`src/rtl/twdf_pkg.sv`:
```
// Package for the transfer window de-duplication filter.
// Holds the table geometry, register and status codes, and shared types.
// No dependencies.
package twdf_pkg;

    localparam int TABLE_DEPTH = 128;
    localparam int IDX_W       = (TABLE_DEPTH > 1) ? $clog2(TABLE_DEPTH) : 1;
    localparam int CNT_W       = $clog2(TABLE_DEPTH + 1);
    localparam int ADDR_W      = 32;
    localparam int LEN_W       = 32;
    localparam int PAIR_W      = ADDR_W + LEN_W;
    localparam int CFG_IDX_W   = 8;
    localparam int CFG_DATA_W  = 32;

    localparam logic [CNT_W-1:0] DEPTH_CNT = CNT_W'(TABLE_DEPTH);

    localparam logic [CFG_IDX_W-1:0] REG_ENABLE     = CFG_IDX_W'(0);
    localparam logic [CFG_IDX_W-1:0] REG_ADDR_FLOOR = CFG_IDX_W'(1);
    localparam logic [CFG_IDX_W-1:0] REG_SIZE_FLOOR = CFG_IDX_W'(2);
    localparam logic [CFG_IDX_W-1:0] REG_MEM_SIZE   = CFG_IDX_W'(3);

    localparam logic [ADDR_W-1:0] ADDR_FLOOR_RST = 32'h0008_0000;
    localparam logic [LEN_W-1:0]  SIZE_FLOOR_RST = 32'd4096;
    localparam logic [ADDR_W-1:0] MEM_SIZE_RST   = 32'd2097152;

    localparam logic [2:0] ST_NEW         = 3'd0;
    localparam logic [2:0] ST_DISABLED    = 3'd1;
    localparam logic [2:0] ST_BELOW_FLOOR = 3'd2;
    localparam logic [2:0] ST_TOO_SMALL   = 3'd3;
    localparam logic [2:0] ST_PAST_END    = 3'd4;
    localparam logic [2:0] ST_DUPLICATE   = 3'd5;

    typedef enum logic [1:0] {
        S_IDLE,
        S_CHECK,
        S_SCAN,
        S_RESULT
    } state_t;

    typedef struct packed {
        logic              enable;
        logic [ADDR_W-1:0] addr_floor;
        logic [LEN_W-1:0]  size_floor;
        logic [ADDR_W-1:0] mem_size;
    } cfg_t;

    typedef struct packed {
        logic              wr_en;
        logic [IDX_W-1:0]  wr_addr;
        logic [PAIR_W-1:0] wr_data;
        logic              rd_en;
        logic [IDX_W-1:0]  rd_addr;
    } ram_req_t;

endpackage

```
`src/rtl/twdf_cfg_regs.sv`:
```
// Configuration register file for the filter, written over its own channel.
// Depends on twdf_pkg for register codes, reset values and cfg_t.
module twdf_cfg_regs (
    input  logic                           aclk,
    input  logic                           aresetn,
    input  logic                           cfg_valid,
    output logic                           cfg_ready,
    input  logic [twdf_pkg::CFG_IDX_W-1:0]  cfg_index,
    input  logic [twdf_pkg::CFG_DATA_W-1:0] cfg_data,
    output twdf_pkg::cfg_t                 cfg
);

    twdf_pkg::cfg_t cfg_reg;
    twdf_pkg::cfg_t cfg_next;

    assign cfg_ready = 1'b1;
    assign cfg       = cfg_reg;

    always_comb begin
        cfg_next = cfg_reg;
        if (cfg_valid) begin
            case (cfg_index)
                twdf_pkg::REG_ENABLE:     cfg_next.enable     = cfg_data[0];
                twdf_pkg::REG_ADDR_FLOOR: cfg_next.addr_floor = cfg_data;
                twdf_pkg::REG_SIZE_FLOOR: cfg_next.size_floor = cfg_data;
                twdf_pkg::REG_MEM_SIZE:   cfg_next.mem_size   = cfg_data;
                default: ;
            endcase
        end
    end

    always_ff @(posedge aclk) begin
        if (!aresetn) begin
            cfg_reg.enable     <= 1'b0;
            cfg_reg.addr_floor <= twdf_pkg::ADDR_FLOOR_RST;
            cfg_reg.size_floor <= twdf_pkg::SIZE_FLOOR_RST;
            cfg_reg.mem_size   <= twdf_pkg::MEM_SIZE_RST;
        end else begin
            cfg_reg <= cfg_next;
        end
    end

endmodule

```
`config.mk`:
```
export PLATFORM = sky130hd
export DESIGN_NAME = twdf_cfg_regs
export DESIGN_NICKNAME = d
export VERILOG_FILES = /design/src/rtl/twdf_pkg.sv /design/src/rtl/twdf_cfg_regs.sv
export SDC_FILE = /design/constraint.sdc
export NUM_CORES = 1
export LEC_CHECK = 0
export ABC_AREA = 1
export BUFFER_PORTS_ARGS = -buffer_cell sky130_fd_sc_hd__buf_2
export CAP_MARGIN = 20
export CORE_ASPECT_RATIO = 0.6
export CORE_MARGIN = 4
export CORE_UTILIZATION = 50
export DETAILED_ROUTE_END_ITERATION = 8
export PLACE_DENSITY = 0.88
export RECOVER_POWER = 25
export REMOVE_ABC_BUFFERS = 1
export SLEW_MARGIN = 20
export SYNTH_ARGS = -nofsm -noshare
export SYNTH_HDL_FRONTEND = slang
export SYNTH_SLANG_ARGS = --single-unit
```
`constraint.sdc`:
```
create_clock -name aclk -period 1.3 [get_ports aclk]
set_clock_uncertainty 0.15 [all_clocks]
set_input_delay 0.065 -clock aclk [delete_from_list [all_inputs] [get_ports aclk]]
set_output_delay 0.065 -clock aclk [all_outputs]
set_load 0.005 [all_outputs]
```
==> results of run 1 <==
==> worst max-delay path, stage by stage <==
cell     delay (ps)
buf_2           110
nor2_1          120
nand2_1         170
nor2_1          250
buf_4           240
nand3_1          90
nand2_1          70
nor2_1           50
==> through the flow <==
stage	setup TNS, ps	total power, mW
3_3_place_gp	-506	3.45
4_1_cts	0	6.31
5_1_grt	0	6.46
3_5_place_dp	-7870	3.47
2_1_floorplan	-91650	3.24
6_report	0	6.25
==> power breakdown <==
group	internal (mW)	leakage [nW]	switching, mW	total (mW)
sequential	2.98	0.781	0.00390	2.98
combinational	0.206	1.66	0.296	0.502
clock	1.68	0.146	1.08	2.77
==> kinds of logic (layout without fill, tap and decap cells) <==
kind of cell	after synthesis	after routing	share of synthesized area
other	1	1	0.000903
buffers and inverters	89	240	0.106
and+or+nand+nor	307	307	0.312
AOI/OAI and AO/OA	94	94	0.113
DFF	97	97	0.468
==> repair_timing <==
action,CTS,global route
gates resized for setup,0,0
endpoints found under the hold margin,97,0
endpoints found under the setup margin,0,0
hold buffers,32,0
==> synthesized netlist by cell type <==
master	number	share of area
buf_1	9	0.0081
buf_6	9	0.024
nor2_1	97	0.088
nand2_2	1	0.0015
nor2_2	3	0.0045
conb_1	1	0.00090
dfxtp_1	97	0.47
a21oi_1	94	0.11
nand3_1	100	0.12
buf_2	28	0.034
clkbuf_1	5	0.0045
inv_1	37	0.033
buf_4	1	0.0018
nand2_1	105	0.095
nor2_4	1	0.0027
==> metal layers <==
layer  share of wire  track usage  up-vias
met5               0            0        -
met4           0.019        0.108        0
met3           0.096       0.0850       23
met2            0.47        0.394      202
met1            0.42        0.302     2025
li1                -            -     2178
==> final cells by class <==
class                   count  area [um^2]
well taps                 108          135
flip-flops and latches     97         1940
inverters                  37          140
multi-input cells         402         1770
fillers                   687         2440
repair buffers            187         1230
clock buffers              11          233
clock inverters             5         80.1
==> path summary, 6_finish.rpt <==
path	slack (ps)	endpoint	cells after the start
worst max-delay path	190	cfg[85]$_SDFFE_PN0P_	8
worst min-delay path	40	cfg[73]$_SDFFE_PN0P_	4
worst max register to register	510	cfg[60]$_SDFFE_PN0P_	2
worst min register to register	320	cfg[83]$_SDFFE_PN1P_	2
==> metrics.md, run 1 <==
| Metric | Value |
|---|---|
| Status | `completed` |
| WL/cell | `between 10 and 15 um` |
| Detail Placement HPWL | `between 8 and 9 mm` |
| Final Instance Area | `between 5000 and 6000 um^2` |
| Max-Cap Viols | `0` |
| Final antenna-violating net count | `0` |
| Residual DRC count | `0` |
| WP data arrival | `1190 ps` |
| Final hold violations | `0` |
| Final period util | `0.851` |
| Initial antenna violation count | `0` |
| CP Capture Type | `flip-flop` |
| Layout cells sized above 1 | `0.202` |
| First-pass GRT wire length | `a little under 20 mm` |
| Vias/cell | `5.23` |
| Final-report max-slew violation count | `0` |
| PnR worst setup slack | `between 150 and 200 ps` |
| Num CTS Buffers | `9` |
| Overall Global Routing Usage | `0.246` |
| Sink Count | `just under 100` |
| Non-Filler Instances | `847` |
| Initial Util | `0.520` |
| Clock latency on the worst-skew pair | `330 ps` |
| Syn. warnings | `0` |
| Ant. Diodes | `0` |
| Iter 0 DRT Violations | `about 380` |
| Full die area | `roughly 9900 um^2` |
| Critical Path RT | `around 1400 ps` |
| Largest net degree at the start of global routing | `59` |
| Layout Utilization | `0.694` |
| F_max | `between 0.9 and 1 GHz` |
| Worst vdd ir | `~0.70 mV` |
| CTS tree | `done` |
| H-tree depth | `3` |
| DP Worst Slack | `-156 ps` |
| Final net count | `777` |
| Vias | `4428` |
| Die width | `126 um` |
| Mapped cell area | `between 4000 and 5000 um^2` |
| Sequential element share of the synthesized area | `0.468` |
| Port buffer count | `139` |
| DP Cell Count | `around 800` |
| Setup CP Type | `input pin to flip-flop` |
| FF-to-FF Start | `cfg[60]$_SDFFE_PN0P_` |
| Pwr Density | `approximately 1100 nW/um^2` |
| Syn Area/Cell | `7.06 um^2` |
| Initial DRT Pass Iterations | `5` |
| Cells after synthesis | `around 590` |
| Synth-to-Final Area Change | `33.3%` |
| Vias in the first global route | `around 4000` |
| I/O pins | `between 100 and 150` |
| CP Launch Point | `cfg_index[7]` |
| Hold path start | `aresetn` |
| CTS root buffer | `clkbuf_16` |
| Synth Register Bits | `97` |
| GRT overflow | `0` |
| Most frequent cells in the layout | `buf_2, nand2_1, nand3_1` |
| Cell Rows | `25` |
| Most common cell after layout, fill and taps aside | `buf_2` |
| Crit path max fanout | `13` |
| Total leakage power | `between 2 and 3 nW` |
| HP Class | `input pin to flip-flop` |
| CORE AREA | `7980 um^2` |
| Clk slew on worst S/H paths | `70 ps` |
| Distinct cells, synth | `15` |
| Post-CTS Setup Inserts | `0` |
| Final wirelength | `~12 mm` |
| Placer congestion estimate | `about 0.84` |
| RSZ-0062 raised after global routing | `no` |
| Largest buffer count on any clock path | `2` |
| Max FFs per register | `between 90 and 100` |
| Period minus WS final | `approximately 1100 ps` |
| Post-DP Area | `between 4000 and 5000 um^2` |
| Worst hold margin | `36.8 ps` |
| Die height | `between 70 and 80 um` |
| # setup viols final | `0` |
| Startpoint types | `input pin` |
No activity file was read; power rests on OpenSTA's default activity.
==> run 2, diff against run 1 <==
--- a/config.mk
+++ b/config.mk
@@ -10,9 +10,9 @@
 export CAP_MARGIN = 20
 export CORE_ASPECT_RATIO = 0.6
 export CORE_MARGIN = 4
-export CORE_UTILIZATION = 50
+export CORE_UTILIZATION = 35
 export DETAILED_ROUTE_END_ITERATION = 8
-export PLACE_DENSITY = 0.88
+export PLACE_DENSITY = 0.67
 export RECOVER_POWER = 25
 export REMOVE_ABC_BUFFERS = 1
 export SLEW_MARGIN = 20
==> metrics.md, run 2 (synthesized netlist as in run 1, its figures left out) <==
| Metric | Value |
|---|---|
| CTS root buffer | `clkbuf_16` |
| First-pass GRT wire length | `19.9 mm (+1.3%)` |
| Worst hold margin | `137 ps (+100 ps)` |
| Final period util | `0.915 (+0.0643)` |
| Worst vdd ir | `0.734 mV (+4.3%)` |
| Status | `completed` |
| PnR worst setup slack | `110 ps (-83.5 ps)` |
| Most common cell after layout, fill and taps aside | `buf_2` |
| Initial antenna violation count | `0 (unchanged)` |
| Post_cts resized | `0 (unchanged)` |
| Layout cells sized above 1 | `0.212 (+0.0100)` |
| Final wirelength | `12.3 mm (-0.44%)` |
| Clock latency on the worst-skew pair | `330 ps (about the same)` |
| Overall Global Routing Usage | `0.176 (-0.0700)` |
| Vias in the first global route | `4061 (+1.3%)` |
| F_max | `0.840 GHz (-7.0%)` |
| Final hold violations | `0 (unchanged)` |
| # setup viols final | `0 (unchanged)` |
| WL/cell | `13.7 um (-6.0%)` |
| Vias | `4285 (-3.2%)` |
| Port buffer count | `139 (unchanged)` |
| Ant. Diodes | `0 (unchanged)` |
| DP Worst Slack | `-78.5 ps (+77.3 ps)` |
| Largest net degree at the start of global routing | `53 (-10%)` |
| Hold path start | `cfg_index[1]` |
| Pwr Density | `1050 nW/um^2 (-6.7%)` |
| CP max-delay cell | `dlygate4sd3_1` |
| CORE AREA | `11400 um^2 (+44%)` |
| CP Launch Point | `aresetn` |
| Synth-to-Final Area Change | `34.8%` |
| Critical-path cell list | `dlygate4sd3_1, buf_2, buf_12, nand2_1, nor2_1` |
| DP Cell Count | `849 (+6.3%)` |
| CTS tree | `done` |
| Final-report max-slew violation count | `0 (unchanged)` |
| Period minus WS final | `1190 ps (+83.5 ps)` |
| Full die area | `13700 um^2 (+39%)` |
| Crit path max fanout | `41 (+28)` |
| CP Capture Type | `flip-flop` |
| Max-Cap Viols | `0 (unchanged)` |
| HP Class | `input pin to flip-flop` |
| Die height | `92.4 um (+18%)` |
| Crit path largest cell delay | `510 ps (+260 ps)` |
| Layout Utilization | `0.489 (-0.205)` |
| Final net count | `776 (-0.13%)` |
| Num CTS Buffers | `9 (unchanged)` |
| I/O pins | `141 (unchanged)` |
| FF-to-FF Start | `cfg[78]$_SDFFE_PN0P_` |
| Largest buffer count on any clock path | `2 (unchanged)` |
| Initial DRT Pass Iterations | `5 (unchanged)` |
| RSZ-0062 raised after global routing | `no` |
| Most frequent cells in the layout | `buf_2, nand2_1, nand3_1` |
| Iter 0 DRT Violations | `193 (-49%)` |
| Total leakage power | `2.60 nW (+0.49%)` |
| Residual DRC count | `0 (unchanged)` |
| Final antenna-violating net count | `0 (unchanged)` |
| Max FFs per register | `97 (unchanged)` |
| GRT overflow | `0 (unchanged)` |
| Startpoint types | `input pin` |
| Initial Util | `0.363 (-0.158)` |
| H-tree depth | `3 (unchanged)` |
| Sink Count | `97 (unchanged)` |
| Detail Placement HPWL | `7.95 mm (-1.0%)` |
| Die width | `149 um (+18%)` |
| WP data arrival | `1310 ps (+120 ps)` |
| Setup CP Type | `input pin to flip-flop` |
| Placer congestion estimate | `0.833 (-1.1%)` |
| Non-Filler Instances | `897 (+5.9%)` |
| Clk slew on worst S/H paths | `70 ps (about the same)` |
| Vias/cell | `4.78 (-8.6%)` |
| Cell Rows | `30 (+20%)` |
| Critical Path RT | `1420 ps (+40 ps)` |
## run 2: cell types whose count changed in the layout (fill, tap and decap cells not counted), sizes merged
| cell | before | now |
|---|---|---|
| clkinvlp | 2 | 3 |
| clkbuf | 35 | 28 |
| buf | 131 | 136 |
| bufinv | 2 | 0 |
| dlygate4sd3 | 32 | 33 |
## run 2: area by class of cell
class / count / area, um^2
clock inverters: 4 / 31.3
flip-flops and latches: 97 / 1940
well taps: 160 / 200
clock buffers: 11 / 233
multi-input cells: 402 / 1780
inverters: 37 / 140
fillers: 1118 / 5850
repair buffers: 186 / 1270
## run 2: per-stage QoR
stage	instance area (um^2)	total power [mW]	TNS, ps
global route	5600	6.15	0
finish	5600	5.90	0
CTS	5620	5.97	0
floorplan	3850	3.24	-91650
global placement	5030	3.47	-828
detailed placement	5030	3.48	-2390
## run 2: power by group
part           leakage [nW]  internal [mW]  switching [mW]  total [mW]
logic                  1.70          0.217           0.297       0.514
registers             0.781           2.98         0.00378        2.98
clock network         0.118           1.29            1.11        2.40
## run 2: critical path: cells and delay by family
kind / cells / cell delay, ps
buffers and inverters: 3 / 1020
AND/OR/NAND/NOR: 2 / 190
## run 2: per-layer routing
metal / global-route usage / vias to the layer above / wire length [um]
li1: - / 2176 / -
met1: 0.226 / 1954 / 5670
met2: 0.296 / 149 / 5540
met3: 0.0548 / 6 / 993
met4: 0.0300 / 0 / 58
met5: 0 / - / 0
## run 2: final timing paths
path	endpoint	slack [ps]	cells past startpoint
worst max-delay path	cfg[41]$_SDFFE_PN0P_	110	5
worst min-delay path	cfg[83]$_SDFFE_PN1P_	140	6
worst max register to register	cfg[78]$_SDFFE_PN0P_	520	2
worst min register to register	cfg[83]$_SDFFE_PN1P_	320	2
## run 2: repair_timing
action | 4_1_cts | 5_1_grt
endpoints found under the hold margin | 96 | 0
setup buffers | 0 | 0
hold buffers | 33 | 0
