**config.mk**
```make
export PLATFORM = sky130hd
export DESIGN_NAME = twdf_scan_ctrl
export DESIGN_NICKNAME = d
export VERILOG_FILES = /design/src/rtl/twdf_pkg.sv /design/src/rtl/twdf_scan_ctrl.sv
export SDC_FILE = /design/constraint.sdc
export NUM_CORES = 1
export LEC_CHECK = 0
export BUFFER_PORTS_ARGS = -buffer_cell sky130_fd_sc_hd__clkbuf_2
export CAP_MARGIN = 20
export CELL_PAD_IN_SITES_DETAIL_PLACEMENT = 0
export CELL_PAD_IN_SITES_GLOBAL_PLACEMENT = 1
export CORE_MARGIN = 10
export CORE_UTILIZATION = 33
export CTS_CLUSTER_DIAMETER = 30
export DETAILED_ROUTE_END_ITERATION = 12
export PLACE_DENSITY = 0.74
export SETUP_SLACK_MARGIN = 0.4
export SYNTH_ARGS = -nofsm -noshare
export SYNTH_HDL_FRONTEND = slang
export SYNTH_SLANG_ARGS = --single-unit
```
**constraint.sdc**
```tcl
create_clock -name aclk -period 4.7 [get_ports aclk]
set_clock_uncertainty 0.2 [all_clocks]
set_input_delay 0.47 -clock aclk [delete_from_list [all_inputs] [get_ports aclk]]
set_output_delay 0.47 -clock aclk [all_outputs]
set_load 0.005 [all_outputs]
```
**src/rtl/twdf_pkg.sv**
```systemverilog
// Package for the transfer window de-duplication filter.
// Holds the table geometry, register and status codes, and shared types.
// No dependencies.
package twdf_pkg;

    localparam int TABLE_DEPTH = 128;
    localparam int IDX_W       = (TABLE_DEPTH > 1) ? $clog2(TABLE_DEPTH) : 1;
    localparam int CNT_W       = $clog2(TABLE_DEPTH + 1);
    localparam int ADDR_W      = 32;
    localparam int LEN_W       = 32;
    localparam int PAIR_W      = ADDR_W + LEN_W;
    localparam int CFG_IDX_W   = 8;
    localparam int CFG_DATA_W  = 32;

    localparam logic [CNT_W-1:0] DEPTH_CNT = CNT_W'(TABLE_DEPTH);

    localparam logic [CFG_IDX_W-1:0] REG_ENABLE     = CFG_IDX_W'(0);
    localparam logic [CFG_IDX_W-1:0] REG_ADDR_FLOOR = CFG_IDX_W'(1);
    localparam logic [CFG_IDX_W-1:0] REG_SIZE_FLOOR = CFG_IDX_W'(2);
    localparam logic [CFG_IDX_W-1:0] REG_MEM_SIZE   = CFG_IDX_W'(3);

    localparam logic [ADDR_W-1:0] ADDR_FLOOR_RST = 32'h0008_0000;
    localparam logic [LEN_W-1:0]  SIZE_FLOOR_RST = 32'd4096;
    localparam logic [ADDR_W-1:0] MEM_SIZE_RST   = 32'd2097152;

    localparam logic [2:0] ST_NEW         = 3'd0;
    localparam logic [2:0] ST_DISABLED    = 3'd1;
    localparam logic [2:0] ST_BELOW_FLOOR = 3'd2;
    localparam logic [2:0] ST_TOO_SMALL   = 3'd3;
    localparam logic [2:0] ST_PAST_END    = 3'd4;
    localparam logic [2:0] ST_DUPLICATE   = 3'd5;

    typedef enum logic [1:0] {
        S_IDLE,
        S_CHECK,
        S_SCAN,
        S_RESULT
    } state_t;

    typedef struct packed {
        logic              enable;
        logic [ADDR_W-1:0] addr_floor;
        logic [LEN_W-1:0]  size_floor;
        logic [ADDR_W-1:0] mem_size;
    } cfg_t;

    typedef struct packed {
        logic              wr_en;
        logic [IDX_W-1:0]  wr_addr;
        logic [PAIR_W-1:0] wr_data;
        logic              rd_en;
        logic [IDX_W-1:0]  rd_addr;
    } ram_req_t;

endpackage

```
**src/rtl/twdf_scan_ctrl.sv**
```systemverilog
// Sequencer: window checks, table walk through the pair RAM, append and result register.
// Depends on twdf_pkg for state, status codes, cfg_t and ram_req_t.
module twdf_scan_ctrl (
    input  logic                          aclk,
    input  logic                          aresetn,
    input  twdf_pkg::cfg_t                cfg,
    input  logic                          s_valid,
    output logic                          s_ready,
    input  logic [twdf_pkg::ADDR_W-1:0]    s_start_addr,
    input  logic [twdf_pkg::LEN_W-1:0]     s_byte_count,
    output logic                          m_valid,
    input  logic                          m_ready,
    output logic                          m_logged,
    output logic [2:0]                    m_status,
    output logic                          m_stored,
    output twdf_pkg::ram_req_t            ram_req,
    input  logic [twdf_pkg::PAIR_W-1:0]    ram_rd_data
);

    twdf_pkg::state_t state_reg, state_next;

    logic [twdf_pkg::ADDR_W-1:0] addr_reg;
    logic [twdf_pkg::LEN_W-1:0]  len_reg;
    logic [twdf_pkg::CNT_W-1:0]  fill_reg, fill_next;
    logic [twdf_pkg::CNT_W-1:0]  idx_reg, idx_next;
    logic                        cmp_valid_reg, cmp_valid_next;
    logic [2:0]                  status_reg, status_next;

    logic                        m_valid_reg, m_valid_next;
    logic                        m_logged_reg;
    logic [2:0]                  m_status_reg;
    logic                        m_stored_reg;

    logic [twdf_pkg::ADDR_W:0]   end_addr;
    logic [2:0]                  check_status;
    logic                        check_pass;
    logic                        issue;
    logic                        match;
    logic                        out_free;
    logic                        is_new;
    logic                        has_room;

    // End is formed one bit wider so a wrapping transfer is still seen as past the end.
    assign end_addr = {1'b0, addr_reg} + {1'b0, len_reg};

    always_comb begin
        if (!cfg.enable) begin
            check_status = twdf_pkg::ST_DISABLED;
        end else if (addr_reg < cfg.addr_floor) begin
            check_status = twdf_pkg::ST_BELOW_FLOOR;
        end else if (len_reg < cfg.size_floor) begin
            check_status = twdf_pkg::ST_TOO_SMALL;
        end else if (end_addr > {1'b0, cfg.mem_size}) begin
            check_status = twdf_pkg::ST_PAST_END;
        end else begin
            check_status = twdf_pkg::ST_NEW;
        end
    end

    assign check_pass = (check_status == twdf_pkg::ST_NEW);
    assign issue      = (state_reg == twdf_pkg::S_SCAN) && (idx_reg < fill_reg);
    assign match      = cmp_valid_reg && (ram_rd_data == {addr_reg, len_reg});
    assign out_free   = !m_valid_reg || m_ready;
    assign is_new     = (status_reg == twdf_pkg::ST_NEW);
    assign has_room   = (fill_reg < twdf_pkg::DEPTH_CNT);

    // Next state.
    always_comb begin
        state_next = state_reg;
        case (state_reg)
            twdf_pkg::S_IDLE: begin
                if (s_valid) begin
                    state_next = twdf_pkg::S_CHECK;
                end
            end
            twdf_pkg::S_CHECK: begin
                if (check_pass && (fill_reg != '0)) begin
                    state_next = twdf_pkg::S_SCAN;
                end else begin
                    state_next = twdf_pkg::S_RESULT;
                end
            end
            twdf_pkg::S_SCAN: begin
                // The compare of the last entry lands in the cycle after its read is issued.
                if (match || (cmp_valid_reg && !issue)) begin
                    state_next = twdf_pkg::S_RESULT;
                end
            end
            twdf_pkg::S_RESULT: begin
                if (out_free) begin
                    state_next = twdf_pkg::S_IDLE;
                end
            end
            default: state_next = twdf_pkg::S_IDLE;
        endcase
    end

    // Outputs and datapath next values.
    always_comb begin
        s_ready         = 1'b0;
        idx_next        = idx_reg;
        cmp_valid_next  = 1'b0;
        status_next     = status_reg;
        fill_next       = fill_reg;
        m_valid_next    = m_valid_reg && !m_ready;
        ram_req.wr_en   = 1'b0;
        ram_req.wr_addr = fill_reg[twdf_pkg::IDX_W-1:0];
        ram_req.wr_data = {addr_reg, len_reg};
        ram_req.rd_en   = issue;
        ram_req.rd_addr = idx_reg[twdf_pkg::IDX_W-1:0];
        case (state_reg)
            twdf_pkg::S_IDLE: begin
                s_ready = 1'b1;
            end
            twdf_pkg::S_CHECK: begin
                status_next = check_status;
                idx_next    = '0;
            end
            twdf_pkg::S_SCAN: begin
                cmp_valid_next = issue;
                if (issue) begin
                    idx_next = idx_reg + 1'b1;
                end
                if (match) begin
                    status_next = twdf_pkg::ST_DUPLICATE;
                end
            end
            twdf_pkg::S_RESULT: begin
                if (out_free) begin
                    m_valid_next = 1'b1;
                    if (is_new && has_room) begin
                        ram_req.wr_en = 1'b1;
                        fill_next     = fill_reg + 1'b1;
                    end
                end
            end
            default: ;
        endcase
    end

    always_ff @(posedge aclk) begin
        if (!aresetn) begin
            state_reg     <= twdf_pkg::S_IDLE;
            fill_reg      <= '0;
            cmp_valid_reg <= 1'b0;
            m_valid_reg   <= 1'b0;
        end else begin
            state_reg     <= state_next;
            fill_reg      <= fill_next;
            cmp_valid_reg <= cmp_valid_next;
            m_valid_reg   <= m_valid_next;
        end
    end

    always_ff @(posedge aclk) begin
        if (s_valid && s_ready) begin
            addr_reg <= s_start_addr;
            len_reg  <= s_byte_count;
        end
        idx_reg    <= idx_next;
        status_reg <= status_next;
        if ((state_reg == twdf_pkg::S_RESULT) && out_free) begin
            m_status_reg <= status_reg;
            m_logged_reg <= is_new;
            m_stored_reg <= is_new && has_room;
        end
    end

    assign m_valid  = m_valid_reg;
    assign m_logged = m_logged_reg;
    assign m_status = m_status_reg;
    assign m_stored = m_stored_reg;

endmodule

```
==> impl_metrics.prom, run 1 <==
# TYPE chip_impl_metric gauge
chip_impl_info{name="outcome",value="finished clean"} 1
chip_impl_metric{name="postLayoutCoreUtil",unit=""} 0.448
chip_impl_metric{name="timing_max_transition_violations_final",unit=""} 0
chip_impl_metric{name="finish.cell_count_without_fillers",unit=""} 1575
chip_impl_metric{name="dp.final_hpwl",unit="um"} 31000
chip_impl_info{name="class_of_the_tightest_hold_or_removal_check",value="in2reg"} 1
chip_impl_metric{name="synthDistinctLibCells",unit=""} 67
chip_impl_metric{name="die_h",unit="um"} 178
chip_impl_metric{name="max_freq",unit="MHz"} 217
chip_impl_info{name="setup_cp_type",value="reg2reg"} 1
chip_impl_metric{name="antenna_found_initial",unit=""} 7
chip_impl_metric{name="area_growth_syn_to_layout",unit="%"} 32.6
chip_impl_metric{name="initial_core_util",unit=""} 0.338
chip_impl_info{name="leading_cell_type_by_number_of_instances_after_synthesis",value="sky130_fd_sc_hd__ha_1"} 1
chip_impl_metric{name="postSynthRegisterBits",unit=""} 92
chip_impl_metric{name="grt_overflow",unit=""} 0
chip_impl_metric{name="post_synth_instance_area",unit="sq um"} 8260
chip_impl_metric{name="async_flop_share",unit=""} 0
chip_impl_metric{name="sink_count",unit=""} 92
chip_impl_metric{name="timing.max_slew.rel_slack",unit=""} 0.369
chip_impl_metric{name="finalHoldViolations",unit=""} 0
chip_impl_metric{name="grt_start_max_net_pins",unit=""} 65
chip_impl_metric{name="floorplan.rows",unit=""} 57
chip_impl_metric{name="post_synth_inst_count",unit=""} 883
chip_impl_metric{name="n_fill_cell",unit=""} 2459
chip_impl_metric{name="avgSynthCellArea",unit="sq um"} 9.35
chip_impl_metric{name="drt_wl_total",unit="um"} 35500
chip_impl_metric{name="power.static_leakage",unit="uW"} 0.00552
chip_impl_metric{name="place.gp.congestion",unit=""} 0.955
chip_impl_metric{name="finalSetupViolCount",unit=""} 0
chip_impl_metric{name="grt_first_pass_wirelength",unit="um"} 50800
chip_impl_metric{name="timing.critical_path.required",unit="ns"} 4.76
chip_impl_metric{name="drcViolationCount",unit=""} 0
chip_impl_metric{name="clk_pin_slew_worst_paths",unit="ns"} 0.08
chip_impl_metric{name="critPathArrivalTime",unit="ns"} 4.68
chip_impl_info{name="ctsRootBufferMaster",value="sky130_fd_sc_hd__clkbuf_16"} 1
chip_impl_metric{name="synth_top_cell_area_share",unit=""} 0.291
chip_impl_metric{name="fin_nets",unit=""} 1612
chip_impl_metric{name="cts_inserted_buffers",unit=""} 9
chip_impl_metric{name="worst-path-max-fanout",unit=""} 3
chip_impl_metric{name="core_area",unit="sq um"} 24500
chip_impl_info{name="clock_tree_from_tritoncts",value="built"} 1
chip_impl_metric{name="worst-slew-pin-transition",unit="ns"} 0.946
chip_impl_info{name="rsz0062_at_grt",value="yes"} 1
chip_impl_metric{name="fp.dieW",unit="um"} 178
chip_impl_metric{name="first_global_vias",unit=""} 8166
chip_impl_metric{name="firstDrtPassIters",unit=""} 5
chip_impl_info{name="yosys-top-cells-area",value="sky130_fd_sc_hd__edfxtp_1 (29%), sky130_fd_sc_hd__ha_1 (21%), sky130_fd_sc_hd__inv_1 (6.0%)"} 1
chip_impl_metric{name="design_power_total",unit="uW"} 5310
chip_impl_metric{name="fin_crit",unit="ns"} 4.62
chip_impl_metric{name="yosys_warnings",unit=""} 0
chip_impl_metric{name="detail_route.vias_per_cell",unit=""} 5.03
chip_impl_metric{name="numPlacedInstances",unit=""} 1547
chip_impl_metric{name="wl_per_cell",unit="um"} 22.6
chip_impl_metric{name="power_per_cell_area",unit="nW/um^2"} 485
chip_impl_metric{name="top_level_ports",unit=""} 316
chip_impl_metric{name="cts_hold_buf",unit=""} 0
chip_impl_metric{name="die_area",unit="sq um"} 31800
chip_impl_metric{name="synth_enable_flop_cells",unit=""} 80
chip_impl_info{name="yosys.area.top_type",value="sky130_fd_sc_hd__edfxtp_1"} 1
chip_impl_metric{name="drt_iter0_drc",unit=""} 577
chip_impl_metric{name="number_of_max_cap_violations",unit=""} 0
chip_impl_metric{name="clock_path_buffers",unit=""} 2
chip_impl_metric{name="grt_util_all_layers",unit=""} 0.217
chip_impl_metric{name="insertion_delay",unit="ns"} 0.36
chip_impl_metric{name="post_synthesis_net_count",unit=""} 1253
chip_impl_metric{name="synth.yosys.seq_area_share",unit=""} 0.320
chip_impl_metric{name="timing.final.crit_share",unit=""} 0.983
chip_impl_metric{name="place.port_buffers",unit=""} 315
chip_impl_metric{name="ant_nets",unit=""} 0
chip_impl_info{name="yosys_most_used_dff",value="sky130_fd_sc_hd__edfxtp_1"} 1
chip_impl_metric{name="clock_tree.htree_level_count",unit=""} 3
chip_impl_info{name="synthTopCellsByCount",value="sky130_fd_sc_hd__ha_1 (140), sky130_fd_sc_hd__inv_1 (133), sky130_fd_sc_hd__edfxtp_1 (80), sky130_fd_sc_hd__a21oi_1 (62), sky130_fd_sc_hd__nand2_1 (45)"} 1
chip_impl_info{name="worst_setup_path_end_kind",value="flip-flop"} 1
chip_impl_info{name="setup.worst_path.start_class",value="flip-flop"} 1
chip_impl_metric{name="via_count",unit=""} 7929
chip_impl_metric{name="irDropWorstVdd",unit="mV"} 0.407
chip_impl_metric{name="drive_gt1_frac",unit=""} 0.336
==> layer usage <==
layer,track usage,vias to the layer above,routed length [um]
li1,-,3878,-
met1,0.282,3721,15500
met2,0.356,279,16900
met3,0.0507,45,2480
met4,0.0527,6,593
met5,0,-,41
==> worst max-delay path, stage by stage (launching register included) <==
cell and delay [ns]:
sky130_fd_sc_hd__edfxtp_1 0.37, sky130_fd_sc_hd__ha_2 0.21, sky130_fd_sc_hd__inv_2 0.04, sky130_fd_sc_hd__fa_2 0.33
sky130_fd_sc_hd__nand2b_4 0.16, sky130_fd_sc_hd__a211oi_2 0.26, sky130_fd_sc_hd__o21ai_2 0.11, sky130_fd_sc_hd__a211oi_2 0.25
sky130_fd_sc_hd__o31a_1 0.22, sky130_fd_sc_hd__a31oi_4 0.11, sky130_fd_sc_hd__o41ai_2 0.25, sky130_fd_sc_hd__xor2_1 0.21
sky130_fd_sc_hd__ha_1 0.26, sky130_fd_sc_hd__a21o_1 0.20, sky130_fd_sc_hd__a2111oi_4 0.33, sky130_fd_sc_hd__nand3_1 0.12
sky130_fd_sc_hd__a211oi_2 0.23, sky130_fd_sc_hd__o31ai_2 0.10, sky130_fd_sc_hd__a21oi_1 0.14, sky130_fd_sc_hd__buf_4 0.15
sky130_fd_sc_hd__a41oi_2 0.08, sky130_fd_sc_hd__o21a_1 0.18
==> per-stage QoR <==
| step | setup WS, ns | TNS (ns) | cell area (sq um) | hold WS, ns |
|---|---|---|---|---|
| after floorplan | 0.418 | 0 | 8340 | 0.252 |
| after global placement | 0.0268 | 0 | 10500 | 0.304 |
| final | 0.0818 | 0 | 11000 | 0.0763 |
| after CTS | 0.0843 | 0 | 10900 | 0.0697 |
| after global routing | -0.172 | -0.274 | 10900 | 0.0624 |
| after detailed placement | -0.0609 | -0.0671 | 10500 | 0.286 |
==> kinds of logic after synthesis <==
logic type / Yosys count / synth area share
adder cells (fa/ha/maj): 141 / 0.215
XOR/XNOR: 85 / 0.0902
AO/OA/AOI/OAI: 197 / 0.163
multiplexers: 3 / 0.00364
AND/OR/NAND/NOR: 208 / 0.130
flip-flops: 92 / 0.320
buffers and inverters: 157 / 0.0782
==> where the power goes <==
part           leakage [uW]  internal [uW]  switching, uW
logic               0.00452           1390           1800
clock network      0.000135            365            363
registers          0.000856           1170            229
==> layout by cell type (no fill, tap or decap), types with 5 or more instances in the layout <==
cell,netlist,final
sky130_fd_sc_hd__a2111oi_0,6,5
sky130_fd_sc_hd__a21o_1,30,30
sky130_fd_sc_hd__a21oi_1,62,61
sky130_fd_sc_hd__and2_1,9,8
sky130_fd_sc_hd__and3_1,7,7
sky130_fd_sc_hd__buf_4,15,56
sky130_fd_sc_hd__clkbuf_16,0,9
sky130_fd_sc_hd__clkbuf_2,0,315
sky130_fd_sc_hd__dfxtp_1,12,12
sky130_fd_sc_hd__edfxtp_1,80,80
sky130_fd_sc_hd__ha_1,140,138
sky130_fd_sc_hd__inv_1,133,132
sky130_fd_sc_hd__nand2_1,45,45
sky130_fd_sc_hd__nand2b_1,11,10
sky130_fd_sc_hd__nand3_1,18,17
sky130_fd_sc_hd__nand4_1,29,29
sky130_fd_sc_hd__nor2_1,39,39
sky130_fd_sc_hd__nor2b_1,13,13
sky130_fd_sc_hd__nor3_1,11,11
sky130_fd_sc_hd__nor4_1,15,13
sky130_fd_sc_hd__o21a_1,5,5
sky130_fd_sc_hd__o21ai_0,29,27
sky130_fd_sc_hd__o21ai_1,8,8
sky130_fd_sc_hd__xnor2_1,43,43
sky130_fd_sc_hd__xor2_1,42,42
==> final timing paths <==
kind                               start  depth (start not counted)  slack [ns]                   endpoint
max                addr_reg[0]$_DFFE_PP_                         21        0.08  state_reg[0]$_SDFFE_PN0P_
min                      s_start_addr[3]                          1        0.08      addr_reg[3]$_DFFE_PP_
max reg2reg        addr_reg[0]$_DFFE_PP_                         21        0.08  state_reg[0]$_SDFFE_PN0P_
min reg2reg  status_reg[1]$_SDFFCE_PN0P_                          0        0.34      m_status[1]$_DFFE_PP_
==> cell type report <==
cell class	instances	area, sq um	area share
Clock buffer	11	233	0.0213
Clock inverter	5	37.5	0.00343
Multi-Input combinational cell	634	5120	0.468
Sequential cell	92	2640	0.241
Tap cell	324	405	0.0370
Timing Repair Buffer	371	2000	0.182
Antenna cell	4	10.0	0.000914
Inverter	134	503	0.0459
==> repair_timing <==
action,in CTS,in global routing
endpoints found under the setup margin,2,2
pin swaps,4,6
setup buffers,3,5
resized for setup,4,10
Note: power is estimated with default switching activity, not from simulation.
==> run 2, diff against run 1 <==
Settings changed: SETUP_SLACK_MARGIN 0.4 to 0.02.
==> run 2 against run 1 <==
Against the previous run:
- the run now ends with setup timing left
- combinational power rose by 5%
- fmax fell by 3.6%
- flip-flop and latch count did not move
- final area rose by 2.4%
- largest power group unchanged
- via count rose by 1.8%
- critical endpoint unchanged
- sequential share of layout area fell by 0.56 points
==> impl_metrics.prom, run 2 (synthesis results as in run 1) <==
# TYPE chip_impl_metric gauge
chip_impl_info{name="outcome",value="finished with violations"} 1
chip_impl_info{name="failed_checks",value="setup timing"} 1
chip_impl_metric{name="grt_start_max_net_pins",unit=""} 65
chip_impl_metric{name="insertion_delay",unit="ns"} 0.36
chip_impl_info{name="rsz0062_at_grt",value="yes"} 1
chip_impl_info{name="class_of_the_tightest_hold_or_removal_check",value="in2reg"} 1
chip_impl_metric{name="place.gp.congestion",unit=""} 0.936
chip_impl_metric{name="fp.dieW",unit="um"} 178
chip_impl_metric{name="top_level_ports",unit=""} 316
chip_impl_metric{name="power_per_cell_area",unit="nW/um^2"} 490
chip_impl_metric{name="finish.cell_count_without_fillers",unit=""} 1607
chip_impl_metric{name="drt_wl_total",unit="um"} 35900
chip_impl_metric{name="detail_route.vias_per_cell",unit=""} 5.02
chip_impl_info{name="clock_tree_from_tritoncts",value="built"} 1
chip_impl_metric{name="power_switching_share",unit=""} 0.446
chip_impl_metric{name="design_area",unit="sq um"} 11200
chip_impl_metric{name="core_area",unit="sq um"} 24500
chip_impl_metric{name="clock_tree.htree_level_count",unit=""} 3
chip_impl_metric{name="firstDrtPassIters",unit=""} 5
chip_impl_info{name="setup.worst_path.start_class",value="flip-flop"} 1
chip_impl_metric{name="initial_core_util",unit=""} 0.338
chip_impl_metric{name="drcViolationCount",unit=""} 0
chip_impl_metric{name="dpl_cell_area",unit="sq um"} 10700
chip_impl_metric{name="wl_per_cell",unit="um"} 22.3
chip_impl_metric{name="worst-slew-pin-transition",unit="ns"} 0.923
chip_impl_metric{name="area_growth_syn_to_layout",unit="%"} 35.8
chip_impl_metric{name="die_h",unit="um"} 178
chip_impl_metric{name="antenna_found_initial",unit=""} 4
chip_impl_info{name="final_common_cell",value="sky130_fd_sc_hd__clkbuf_2"} 1
chip_impl_metric{name="fin_nets",unit=""} 1644
chip_impl_metric{name="comb_power_share",unit=""} 0.607
chip_impl_metric{name="drt_iter0_drc",unit=""} 484
chip_impl_metric{name="timing.final.crit_share",unit=""} 1.02
chip_impl_info{name="ctsRootBufferMaster",value="sky130_fd_sc_hd__clkbuf_16"} 1
chip_impl_metric{name="cts_inserted_buffers",unit=""} 9
chip_impl_metric{name="post-route-worst-setup-slack",unit="ns"} -0.0907
chip_impl_metric{name="floorplan.rows",unit=""} 57
chip_impl_metric{name="drive_gt1_frac",unit=""} 0.351
chip_impl_metric{name="cts_hold_buf",unit=""} 0
chip_impl_metric{name="first_global_vias",unit=""} 8299
chip_impl_metric{name="crit_path_max_incr_delay",unit="ns"} 0.40
chip_impl_metric{name="power.static_leakage",unit="uW"} 0.00568
chip_impl_metric{name="die_area",unit="sq um"} 31800
chip_impl_info{name="cell_with_the_largest_stage_delay_on_the_worst_path",value="sky130_fd_sc_hd__edfxtp_1"} 1
chip_impl_metric{name="clock_path_buffers",unit=""} 2
chip_impl_info{name="setup_cp_type",value="reg2reg"} 1
chip_impl_metric{name="worst-path-max-fanout",unit=""} 2
chip_impl_metric{name="irDropWorstVdd",unit="mV"} 0.351
chip_impl_metric{name="worst-path-buf-inv",unit=""} 9
chip_impl_metric{name="grt_overflow",unit=""} 0
chip_impl_metric{name="number_of_max_cap_violations",unit=""} 0
chip_impl_metric{name="grt_util_all_layers",unit=""} 0.218
chip_impl_metric{name="timing.critical_path.required",unit="ns"} 4.75
chip_impl_metric{name="via_count",unit=""} 8071
chip_impl_metric{name="internal-power",unit="uW"} 3050
chip_impl_metric{name="dp.final_hpwl",unit="um"} 31100
chip_impl_info{name="layout.cells.most_common_list",value="sky130_fd_sc_hd__clkbuf_2 (315), sky130_fd_sc_hd__ha_1 (140), sky130_fd_sc_hd__inv_1 (133)"} 1
chip_impl_metric{name="max_freq",unit="MHz"} 209
chip_impl_metric{name="timing_max_transition_violations_final",unit=""} 0
chip_impl_metric{name="postLayoutCoreUtil",unit=""} 0.458
chip_impl_metric{name="place_worst_setup_slack",unit="ns"} -0.443
chip_impl_metric{name="critPathArrivalTime",unit="ns"} 4.84
chip_impl_metric{name="grt_first_pass_wirelength",unit="um"} 51100
chip_impl_metric{name="sink_count",unit=""} 92
chip_impl_metric{name="pwr-share-seq",unit=""} 0.252
chip_impl_metric{name="clk_pin_slew_worst_paths",unit="ns"} 0.08
chip_impl_info{name="cp_top_family",value="compound AO/OA/AOI/OAI gates"} 1
chip_impl_metric{name="finalHoldViolations",unit=""} 0
chip_impl_metric{name="finalSetupViolCount",unit=""} 2
chip_impl_metric{name="place.port_buffers",unit=""} 315
chip_impl_metric{name="fin_crit",unit="ns"} 4.79
chip_impl_info{name="timing.critical_path.mode_cell",value="sky130_fd_sc_hd__buf_4"} 1
chip_impl_metric{name="n_fill_cell",unit=""} 2415
chip_impl_metric{name="p_clk_frac",unit=""} 0.141
chip_impl_metric{name="timing.max_slew.rel_slack",unit=""} 0.384
chip_impl_info{name="worst_setup_path_end_kind",value="flip-flop"} 1
chip_impl_metric{name="numPlacedInstances",unit=""} 1574
chip_impl_metric{name="power_switching",unit="uW"} 2450
chip_impl_metric{name="ant_nets",unit=""} 0
==> run 2: changes by cell type in the layout (fill, tap and decap cells not counted), sizes merged <==
cell | previous run | this run
buf | 56 | 88
clkbuf | 326 | 324
clkinvlp | 0 | 1
bufinv | 0 | 1
==> run 2: power by group through the flow <==
stage               combinational [uW]  sequential [uW]  clock [uW]
global route                      3710             1410         818
global placement                  3110             1390           0
finish                            3340             1390         774
CTS                               3270             1380         787
floorplan                         1880             1380           0
detailed placement                3140             1400           0
==> run 2: layer usage <==
layer  GRT usage  up-vias  part of all wire  wire length [um]
li1            -     3938                 -                 -
met1       0.286     3806              0.44             15700
met2       0.354      281              0.46             16600
met3      0.0529       40             0.081              2910
met4      0.0534        6             0.019               665
met5           0        -            0.0014                52
==> run 2: what timing repair did <==
item	CTS	global route
setup endpoints to repair	2	2
pin swaps	31	4
setup buffers	14	1
cloned	0	0
gates resized for setup	19	7
==> run 2: stage by stage <==
step / power, uW / hold slack (ns) / setup TNS (ns)
CTS: 5440 / 0.0718 / 0
finish: 5500 / 0.0829 / -0.128
detailed placement: 4540 / 0.297 / -0.809
floorplan: 3260 / 0.252 / 0
global placement: 4500 / 0.301 / -0.445
global route: 5930 / 0.0697 / -0.513
==> run 2: final timing paths <==
kind,slack (ns),cells after the start,from,end
setup / recovery,-0.09,27,len_reg[1]$_DFFE_PP_,state_reg[0]$_SDFFE_PN0P_
hold / removal,0.08,1,s_byte_count[31],len_reg[31]$_DFFE_PP_
setup reg to reg,-0.09,27,len_reg[1]$_DFFE_PP_,state_reg[0]$_SDFFE_PN0P_
hold reg to reg,0.36,0,status_reg[1]$_SDFFCE_PN0P_,m_status[1]$_DFFE_PP_
==> run 2: layout make-up <==
type	instances	area, sq um	area share
diodes	4	10.0	0.000893
inverters	134	503	0.0449
flip-flops and latches	92	2640	0.236
repair buffers	403	2240	0.200
well taps	324	405	0.0362
clock inverters	7	72.6	0.00647
clock buffers	9	225	0.0201
multi-input cells	634	5110	0.456
==> run 2: worst reg2reg max path, cell delays in order (launching register included) <==
cell and delay [ns]:
sky130_fd_sc_hd__edfxtp_1 0.40, sky130_fd_sc_hd__buf_6 0.14, sky130_fd_sc_hd__ha_1 0.26, sky130_fd_sc_hd__a21o_1 0.14
sky130_fd_sc_hd__nand4_1 0.18, sky130_fd_sc_hd__buf_4 0.19, sky130_fd_sc_hd__buf_4 0.12, sky130_fd_sc_hd__buf_4 0.12
sky130_fd_sc_hd__buf_4 0.12, sky130_fd_sc_hd__buf_4 0.12, sky130_fd_sc_hd__buf_4 0.12, sky130_fd_sc_hd__buf_4 0.12
sky130_fd_sc_hd__buf_4 0.12, sky130_fd_sc_hd__nand2_2 0.08, sky130_fd_sc_hd__nand2_1 0.06, sky130_fd_sc_hd__nand2_1 0.08
sky130_fd_sc_hd__a21oi_1 0.09, sky130_fd_sc_hd__xnor2_1 0.25, sky130_fd_sc_hd__ha_1 0.30, sky130_fd_sc_hd__nand2_1 0.09
sky130_fd_sc_hd__o21ai_2 0.07, sky130_fd_sc_hd__a211oi_2 0.20, sky130_fd_sc_hd__and4b_1 0.24, sky130_fd_sc_hd__a211oi_2 0.23
sky130_fd_sc_hd__o31ai_2 0.11, sky130_fd_sc_hd__a21oi_2 0.24, sky130_fd_sc_hd__a41oi_2 0.13, sky130_fd_sc_hd__o21a_1 0.18
